## config.mk

```make
export PLATFORM = sky130hd
export DESIGN_NAME = arp_cache_and_responder
export DESIGN_NICKNAME = d
export VERILOG_FILES = /design/src/arpc_pkg.sv /design/src/arp_cache_and_responder.sv /design/src/arpc_mem.sv /design/src/arpc_ctrl.sv
export VERILOG_INCLUDE_DIRS = /design/src /design/src/src
export SDC_FILE = /design/constraint.sdc
export NUM_CORES = 2
export LEC_CHECK = 0
export BUFFER_PORTS_ARGS = -buffer_cell sky130_fd_sc_hd__buf_2
export CORE_MARGIN = 2
export CORE_UTILIZATION = 45
export CTS_CLUSTER_DIAMETER = 120
export DETAILED_ROUTE_END_ITERATION = 8
export GPL_TIMING_DRIVEN = 0
export HOLD_SLACK_MARGIN = 0.05
export PLACE_DENSITY = 0.63
export SLEW_MARGIN = 30
export SYNTH_ARGS = -nofsm -noshare
export SYNTH_HDL_FRONTEND = slang
export SYNTH_SLANG_ARGS = --single-unit
```

## constraint.sdc

```tcl
create_clock -name i_clk -period 13.4 [get_ports i_clk]
set_input_delay 2.68 -clock i_clk [delete_from_list [all_inputs] [get_ports i_clk]]
set_output_delay 2.68 -clock i_clk [all_outputs]
set_load 0.1 [all_outputs]
```

## src/arp_cache_and_responder_assert.svh

```systemverilog
// Assertion shorthands for the top-level block, which checks itself.
`ifndef ARP_CACHE_AND_RESPONDER_ASSERT_SVH
`define ARP_CACHE_AND_RESPONDER_ASSERT_SVH

// Antecedent and consequent in the same cycle.
`define ARPC_ASSERT_SAME(label, clk, rst_n, ante, cons, msg) \
    label: assert property (@(posedge clk) disable iff (!rst_n) (ante) |-> (cons)) \
        else $error(msg);

// Consequent in the cycle after the antecedent.
`define ARPC_ASSERT_NEXT(label, clk, rst_n, ante, cons, msg) \
    label: assert property (@(posedge clk) disable iff (!rst_n) (ante) |=> (cons)) \
        else $error(msg);

`endif

```

## src/arpc_pkg.sv

```systemverilog
package arpc_pkg;

    // Cache addresses travel at the width of the largest supported cache.
    localparam int ADDR_W     = 8;
    localparam int CFG_DATA_W = 48;

    localparam logic [15:0] MIN_ARP_LEN = 16'd28;
    localparam logic [15:0] HTYPE_ETH   = 16'h0001;
    localparam logic [15:0] PTYPE_IPV4  = 16'h0800;
    localparam logic [7:0]  HLEN_ETH    = 8'd6;
    localparam logic [7:0]  PLEN_IPV4   = 8'd4;
    localparam logic [15:0] OP_REQUEST  = 16'd1;
    localparam logic [15:0] OP_REPLY    = 16'd2;

    typedef enum logic [0:0] {
        CFG_OWN_IP  = 1'b0,
        CFG_OWN_MAC = 1'b1
    } t_cfg_idx;

    typedef enum logic [0:0] {
        MODE_HEADER = 1'b0,
        MODE_LOOKUP = 1'b1
    } t_mode;

    typedef enum logic [2:0] {
        ST_DROP     = 3'd0,
        ST_RECORDED = 3'd1,
        ST_REPLY    = 3'd2,
        ST_HIT      = 3'd3,
        ST_MISS     = 3'd4
    } t_status;

    typedef struct packed {
        t_mode       mode;
        logic [15:0] payload_len;
        logic [15:0] hw_type;
        logic [15:0] proto_type;
        logic [7:0]  hw_addr_len;
        logic [7:0]  proto_addr_len;
        logic [15:0] opcode;
        logic [47:0] sender_mac;
        logic [31:0] sender_ip;
        logic [31:0] tgt_ip;
        logic [31:0] query_ip;
    } t_arp_in;

    typedef struct packed {
        t_status     status;
        logic [47:0] reply_mac;
        logic [31:0] reply_ip;
        logic [47:0] found_mac;
    } t_arp_out;

    typedef struct packed {
        logic [31:0] ip;
        logic [47:0] mac;
    } t_entry;

    typedef struct packed {
        logic [ADDR_W-1:0] rd_addr;
        logic              wr_en;
        logic [ADDR_W-1:0] wr_addr;
        t_entry            wr_entry;
    } t_mem_req;

    typedef struct packed {
        logic   valid;
        t_entry entry;
    } t_mem_rsp;

endpackage

```

## src/arp_cache_and_responder.sv

```systemverilog
// ARP cache and responder. Each transaction on the input channel is either a
// parsed ARP header or a cache lookup, and yields exactly one result. A header
// or lookup walks the whole cache once through a memory with a registered read,
// reading one entry per cycle, after which the result is loaded into the output
// register once that register is free; a malformed header skips the walk and
// goes straight to loading its result. One item is in work at a time; the next
// is taken the cycle after the previous result is loaded into the output
// register, even if that result is still stalled. The cache write for a header
// happens when its result is loaded, before the next item can read, so no
// forwarding is needed. The valid marks are cleared by reset at once, with no
// clearing pass.
`include "arp_cache_and_responder_assert.svh"

module arp_cache_and_responder #(
    parameter int CACHE_ENTRIES = 16
) (
    input  logic                                   i_clk,
    input  logic                                   i_rst_n,
    input  logic                                   i_cfg_we,
    input  arpc_pkg::t_cfg_idx                     i_cfg_idx,
    input  logic [arpc_pkg::CFG_DATA_W-1:0]        i_cfg_data,
    input  logic                                   i_in_valid,
    output logic                                   o_in_stall,
    input  arpc_pkg::t_arp_in                      i_in,
    output logic                                   o_out_valid,
    input  logic                                   i_out_stall,
    output arpc_pkg::t_arp_out                     o_out
);
    import arpc_pkg::*;

    localparam int IW = (CACHE_ENTRIES > 1) ? $clog2(CACHE_ENTRIES) : 1;

    logic [31:0] r_own_ip;
    t_mem_req    mem_req;
    t_mem_rsp    mem_rsp;

    // The own MAC only sources the reply frame, which is assembled downstream;
    // a write to it is accepted and has no effect on any result here.
    always_ff @(posedge i_clk) begin
        if (!i_rst_n) begin
            r_own_ip <= '0;
        end else if (i_cfg_we && (i_cfg_idx == CFG_OWN_IP)) begin
            r_own_ip <= i_cfg_data[31:0];
        end
    end

    arpc_ctrl #(
        .ENTRIES (CACHE_ENTRIES),
        .IW      (IW)
    ) u_ctrl (
        .i_clk       (i_clk),
        .i_rst_n     (i_rst_n),
        .i_own_ip    (r_own_ip),
        .i_in_valid  (i_in_valid),
        .o_in_stall  (o_in_stall),
        .i_in        (i_in),
        .o_out_valid (o_out_valid),
        .i_out_stall (i_out_stall),
        .o_out       (o_out),
        .o_req       (mem_req),
        .i_rsp       (mem_rsp)
    );

    arpc_mem #(
        .ENTRIES (CACHE_ENTRIES),
        .IW      (IW)
    ) u_mem (
        .i_clk   (i_clk),
        .i_rst_n (i_rst_n),
        .i_req   (mem_req),
        .o_rsp   (mem_rsp)
    );

    `ARPC_ASSERT_NEXT(a_accept_busy, i_clk, i_rst_n, i_in_valid && !o_in_stall, o_in_stall, "accepted item did not occupy the block")
    `ARPC_ASSERT_SAME(a_result_from_work, i_clk, i_rst_n, $rose(o_out_valid), $past(o_in_stall), "result appeared with no item in work")
    `ARPC_ASSERT_SAME(a_reply_fields, i_clk, i_rst_n, o_out_valid && (o_out.status != ST_REPLY), (o_out.reply_ip == 32'd0) && (o_out.reply_mac == 48'd0), "reply fields set without a reply")

endmodule

```

## src/arpc_mem.sv

```systemverilog
module arpc_mem #(
    parameter int ENTRIES = 16,
    parameter int IW      = 4
) (
    input  logic              i_clk,
    input  logic              i_rst_n,
    input  arpc_pkg::t_mem_req i_req,
    output arpc_pkg::t_mem_rsp o_rsp
);
    import arpc_pkg::*;

    t_entry             r_mem [ENTRIES];
    logic [ENTRIES-1:0] r_valid;
    logic               r_rsp_valid;
    t_entry             r_rsp_entry;

    logic [IW-1:0] rd_idx;
    logic [IW-1:0] wr_idx;

    assign rd_idx = i_req.rd_addr[IW-1:0];
    assign wr_idx = i_req.wr_addr[IW-1:0];

    always_ff @(posedge i_clk) begin
        if (i_req.wr_en) begin
            r_mem[wr_idx] <= i_req.wr_entry;
        end
        r_rsp_entry <= r_mem[rd_idx];
    end

    // Valid marks live in flops so that reset empties the cache at once.
    always_ff @(posedge i_clk) begin
        if (!i_rst_n) begin
            r_valid     <= '0;
            r_rsp_valid <= 1'b0;
        end else begin
            if (i_req.wr_en) begin
                r_valid[wr_idx] <= 1'b1;
            end
            r_rsp_valid <= r_valid[rd_idx];
        end
    end

    assign o_rsp.valid = r_rsp_valid;
    assign o_rsp.entry = r_rsp_entry;

endmodule

```

## src/arpc_ctrl.sv

```systemverilog
module arpc_ctrl #(
    parameter int ENTRIES = 16,
    parameter int IW      = 4
) (
    input  logic               i_clk,
    input  logic               i_rst_n,
    input  logic [31:0]        i_own_ip,
    input  logic               i_in_valid,
    output logic               o_in_stall,
    input  arpc_pkg::t_arp_in  i_in,
    output logic               o_out_valid,
    input  logic               i_out_stall,
    output arpc_pkg::t_arp_out o_out,
    output arpc_pkg::t_mem_req o_req,
    input  arpc_pkg::t_mem_rsp i_rsp
);
    import arpc_pkg::*;

    localparam int CW = $clog2(ENTRIES + 1);

    typedef enum logic [2:0] {
        S_IDLE = 3'b001,
        S_SCAN = 3'b010,
        S_DONE = 3'b100
    } t_state;

    t_state        r_state, n_state;
    t_arp_in       r_item, n_item;
    logic          r_drop, n_drop;
    logic [CW-1:0] r_cnt, n_cnt;
    logic          r_rd_vld, n_rd_vld;
    logic [IW-1:0] r_rd_idx, n_rd_idx;
    logic          r_found, n_found;
    logic [IW-1:0] r_found_idx, n_found_idx;
    logic [47:0]   r_found_mac, n_found_mac;
    logic          r_free, n_free;
    logic [IW-1:0] r_free_idx, n_free_idx;
    logic          r_out_vld, n_out_vld;
    t_arp_out      r_out, n_out;

    logic          hdr_ok;
    logic          issuing;
    logic [31:0]   key_ip;
    logic          want_reply;
    logic          out_free;
    logic [IW-1:0] wr_slot;

    assign hdr_ok = (i_in.payload_len >= MIN_ARP_LEN) && (i_in.hw_type == HTYPE_ETH)
                 && (i_in.proto_type == PTYPE_IPV4) && (i_in.hw_addr_len == HLEN_ETH)
                 && (i_in.proto_addr_len == PLEN_IPV4);
    assign issuing    = r_cnt < CW'(ENTRIES);
    assign key_ip     = (r_item.mode == MODE_LOOKUP) ? r_item.query_ip : r_item.sender_ip;
    assign want_reply = (r_item.opcode == OP_REQUEST) && (r_item.tgt_ip == i_own_ip)
                     && (i_own_ip != 32'd0);
    assign out_free   = !r_out_vld || !i_out_stall;
    assign wr_slot    = r_found ? r_found_idx : (r_free ? r_free_idx : '0);

    always_comb begin
        n_state     = r_state;
        n_item      = r_item;
        n_drop      = r_drop;
        n_cnt       = r_cnt;
        n_rd_vld    = 1'b0;
        n_rd_idx    = r_rd_idx;
        n_found     = r_found;
        n_found_idx = r_found_idx;
        n_found_mac = r_found_mac;
        n_free      = r_free;
        n_free_idx  = r_free_idx;
        n_out_vld   = r_out_vld && i_out_stall;
        n_out       = r_out;

        o_req.rd_addr  = ADDR_W'(r_cnt[IW-1:0]);
        o_req.wr_en    = 1'b0;
        o_req.wr_addr  = ADDR_W'(wr_slot);
        o_req.wr_entry = '{ip: r_item.sender_ip, mac: r_item.sender_mac};

        unique case (r_state)
            S_IDLE: begin
                if (i_in_valid) begin
                    n_item  = i_in;
                    n_drop  = (i_in.mode == MODE_HEADER) && !hdr_ok;
                    n_cnt   = '0;
                    n_found = 1'b0;
                    n_free  = 1'b0;
                    n_state = n_drop ? S_DONE : S_SCAN;
                end
            end
            S_SCAN: begin
                // One read issued per cycle; its data is checked in the next cycle.
                if (issuing) begin
                    n_cnt    = r_cnt + CW'(1);
                    n_rd_vld = 1'b1;
                    n_rd_idx = r_cnt[IW-1:0];
                end
                if (r_rd_vld) begin
                    if (i_rsp.valid && (i_rsp.entry.ip == key_ip) && !r_found) begin
                        n_found     = 1'b1;
                        n_found_idx = r_rd_idx;
                        n_found_mac = i_rsp.entry.mac;
                    end
                    if (!i_rsp.valid && !r_free) begin
                        n_free     = 1'b1;
                        n_free_idx = r_rd_idx;
                    end
                end
                if (!issuing && !r_rd_vld) begin
                    n_state = S_DONE;
                end
            end
            S_DONE: begin
                if (out_free) begin
                    n_out_vld = 1'b1;
                    n_out     = '{status: ST_DROP, reply_mac: '0, reply_ip: '0,
                                  found_mac: '0};
                    if (r_item.mode == MODE_LOOKUP) begin
                        n_out.status    = r_found ? ST_HIT : ST_MISS;
                        n_out.found_mac = r_found ? r_found_mac : '0;
                    end else if (!r_drop) begin
                        o_req.wr_en = 1'b1;
                        if (want_reply) begin
                            n_out.status    = ST_REPLY;
                            n_out.reply_mac = r_item.sender_mac;
                            n_out.reply_ip  = r_item.sender_ip;
                        end else begin
                            n_out.status = ST_RECORDED;
                        end
                    end
                    n_state = S_IDLE;
                end
            end
            default: begin
                n_state = S_IDLE;
            end
        endcase
    end

    always_ff @(posedge i_clk) begin
        if (!i_rst_n) begin
            r_state   <= S_IDLE;
            r_rd_vld  <= 1'b0;
            r_out_vld <= 1'b0;
        end else begin
            r_state   <= n_state;
            r_rd_vld  <= n_rd_vld;
            r_out_vld <= n_out_vld;
        end
    end

    always_ff @(posedge i_clk) begin
        r_item      <= n_item;
        r_drop      <= n_drop;
        r_cnt       <= n_cnt;
        r_rd_idx    <= n_rd_idx;
        r_found     <= n_found;
        r_found_idx <= n_found_idx;
        r_found_mac <= n_found_mac;
        r_free      <= n_free;
        r_free_idx  <= n_free_idx;
        r_out       <= n_out;
    end

    assign o_in_stall  = (r_state != S_IDLE);
    assign o_out_valid = r_out_vld;
    assign o_out       = r_out;

endmodule
```

==> flow_metrics.py <==
metrics = {
    "timing": {
        "worst_hold_slack_ps": 403,
        "slew_headroom_pct": 30.7,
        "tightest_slew_ps": 1040,
        "setup_tns_ps": 0,
        "grt_setup_unrepaired": "false",
        "final_max_slew_viol_count": 0,
        "max_freq_mhz": 202,
        "fin_crit_ps": 4950,
        "setup_viol": 0,
        "finalHoldViolations": 0,
        "period_share_pct": 36.9,
        "layout_setup_ws_ps": 8450,
        "fin_skew_ps": 27.7,
    },
    "logic_synthesis": {
        "synth.yosys.seq_area_share_pct": 80.1,
        "synth_top_cell_area_share_pct": 76.0,
        "synth_ff_type": "edfxtp_1",
        "synth_cells": 2799,
        "synth_common_cells": "edfxtp_1, mux4_2, dfxtp_1, clkbuf_1, nand2_1",
        "synth_seq_cells": 1774,
        "synth.distinct_cells": 48,
        "yosys_warnings": 0,
        "syn-num-nets": 3079,
        "syn_avg_cell_area_um2": 23.2,
        "synth.most_common_cell": "edfxtp_1",
        "async_flop_share_pct": 0,
        "netlist_area_mm2": 0.0648,
        "synth_top_area_cell": "edfxtp_1",
        "ys_top_cells_by_area": "edfxtp_1, mux4_2, dfxtp_1",
        "synth-edff-count": 1640,
    },
    "place": {
        "gp_congestion": 0.761,
        "place_area_mm2": 0.0726,
        "dp.final_hpwl_um": 109000,
        "io_buffers": 392,
        "preCtsSetupSlack_ps": 7870,
        "place_inst": 5223,
    },
    "floorplan": {
        "dieArea_mm2": 0.147,
        "io_pins": 412,
        "rows": 139,
        "start_util_pct": 45.2,
        "coreArea_mm2": 0.143,
        "die_width_um": 384,
        "die_y_um": 384,
    },
    "clocking": {
        "cts.clk_slew.worst_paths_ps": 60,
        "clk_latency_ps": 810,
        "cts_resized": 0,
        "cts_setup_buffers": 0,
        "ctsHoldBuffers": 0,
        "root_buffer": "clkbuf_16",
        "cts_tree": "yes",
        "cts_buffer_depth": 3,
        "cts.sinks": 1774,
        "htreeDepth": 4,
        "cts_buffers": 180,
    },
    "routing": {
        "wl_um": 166000,
        "drcViolationCount": 0,
        "drtPass1Iterations": 7,
        "vias": 31400,
        "wire_per_inst_um": 29.8,
        "drt_iter0_markers": 3411,
        "viasPerCell": 5.64,
        "ant_nets": 0,
    },
    "critical_path": {
        "cp_max_fo": 5,
        "rr_startpoint": "u_ctrl.r_item[224]$_DFFE_PP_",
        "arrival_ps": 2270,
        "rr_worst_depth": 10,
        "critPathKind": "flip-flop to output port",
        "required_ps": 10720,
        "critPathLaunch": "u_ctrl.r_state[0]$_SDFFE_PN1P_",
        "worstSetupEndpointType": "output port",
        "start_kind": "flip-flop",
    },
    "finish": {
        "syn2layout_area_growth_pct": 21.2,
        "final_nets": 3782,
        "fin_cells": 5571,
        "fin_util_pct": 54.8,
        "final_area_mm2": 0.0785,
        "drive_gt1_share_pct": 35.3,
    },
    "grt": {
        "grt_antenna_before_repair": 5,
        "grt_pass1_vias": 31800,
        "grt_max_degree": 75,
        "track_usage_pct": 22.6,
        "grt_pass1_wl_um": 232000,
        "grt_overflow_total": 0,
    },
    "job": {
        "max_cap_violations": 0,
    },
    "power": {
        "leakage_nw": 26.3,
        "power_mw": 12.0,
        "power.density_mw_per_mm2": 153,
        "peakVddDrop_mv": 0.103,
    },
    "outcome": {
        "status": "completed",
    },
    "hold_path": {
        "worstHoldStart": "u_mem.o_rsp[41]$_DFF_P_",
        "whs_path_depth": 0,
        "hold_path_class": "flip-flop to flip-flop",
    },
}
==> sequential cells by signal (all words and copies together) (netlist names), 4 cells and up <==
| signal | count |
|---|---|
| u_mem.r_mem | 1280 |
| u_ctrl.o_out | 131 |
| u_ctrl.r_item | 81 |
| u_ctrl.o_req | 80 |
| u_mem.o_rsp | 80 |
| u_ctrl.r_found_mac | 48 |
| r_own_ip | 32 |
| u_mem.r_valid | 16 |
| u_ctrl.r_cnt | 5 |
| u_ctrl.r_found_idx | 4 |
| u_ctrl.r_free_idx | 4 |
| u_ctrl.r_rd_idx | 4 |
==> final timing paths <==
path / end / slack [ps]
hold reg to reg: u_ctrl.r_found_mac[41]$_DFFE_PP_ / 400
hold / removal: u_ctrl.r_found_mac[41]$_DFFE_PP_ / 400
setup / recovery: o_in_stall / 8450
setup reg to reg: u_mem.r_mem[10][17]$_DFFE_PP_ / 9340
==> placed cells by master (no fill, tap or decap), types with 3 or more instances in the layout <==
cell type	count
mux2i_1	33
diode_2	8
o21ai_0	3
clkbuf_2	10
a21boi_0	33
clkinv_1	9
clkinvlp_4	6
nand2_1	74
buf_8	11
bufinv_16	14
clkbuf_8	22
clkinv_2	35
nand3_1	4
and2_1	70
dfxtp_1	134
nor3_1	4
clkinv_4	6
nor4b_1	4
nor2_4	16
o21a_1	16
inv_1	5
nor3b_1	3
nand2b_1	3
nand4_1	10
clkbuf_16	183
xnor2_1	28
nor4_1	36
buf_4	6
nor2_1	12
clkbuf_1	118
and3_1	63
buf_2	438
buf_6	6
inv_6	13
mux4_2	405
edfxtp_1	1640
nor2b_1	4
buf_16	108
xor2_1	38
==> power by group <==
part	switching (mW)	internal, mW
Sequential	0.118	6.18
Clock	2.10	2.92
Combinational	0.396	0.336
Total	2.62	9.43
==> cell families after synthesis <==
kind of cell             Yosys count  synth area share (%)
AO/OA/AOI/OAI                     70                 0.782
AND/OR/NAND/NOR                  313                  2.68
adder cells (fa/ha/maj)            1                0.0193
flip-flops                      1774                  80.1
multiplexers                     438                  14.6
buffers and inverters            137                 0.921
XOR/XNOR                          66                 0.892
==> area by class of cell <==
cell class	instances	area, um^2
Timing Repair Buffer	521	5210
Fill cell	10700	64800
Clock buffer	255	5070
Inverter	7	33.8
Sequential cell	1774	51900
Buffer	130	588
Tap cell	1903	2380
Clock inverter	85	873
Antenna cell	8	20.0
Multi-Input combinational cell	888	12400
==> metal layers <==
layer  up-vias  GRT usage (%)  part of all wire (%)
li1      13100              -                     -
met2      1429           36.5                    49
met4        10           7.39                   2.9
met1     16600           30.5                    40
met3       291           5.50                   8.3
met5         -              0                 0.035
==> worst max-delay path, stage by stage, from the launching register on <==
cell and delay, ps:
dfxtp_1 400, nor3b_1 430, inv_1 270, buf_2 360
No activity file was read; power rests on OpenSTA's default activity.
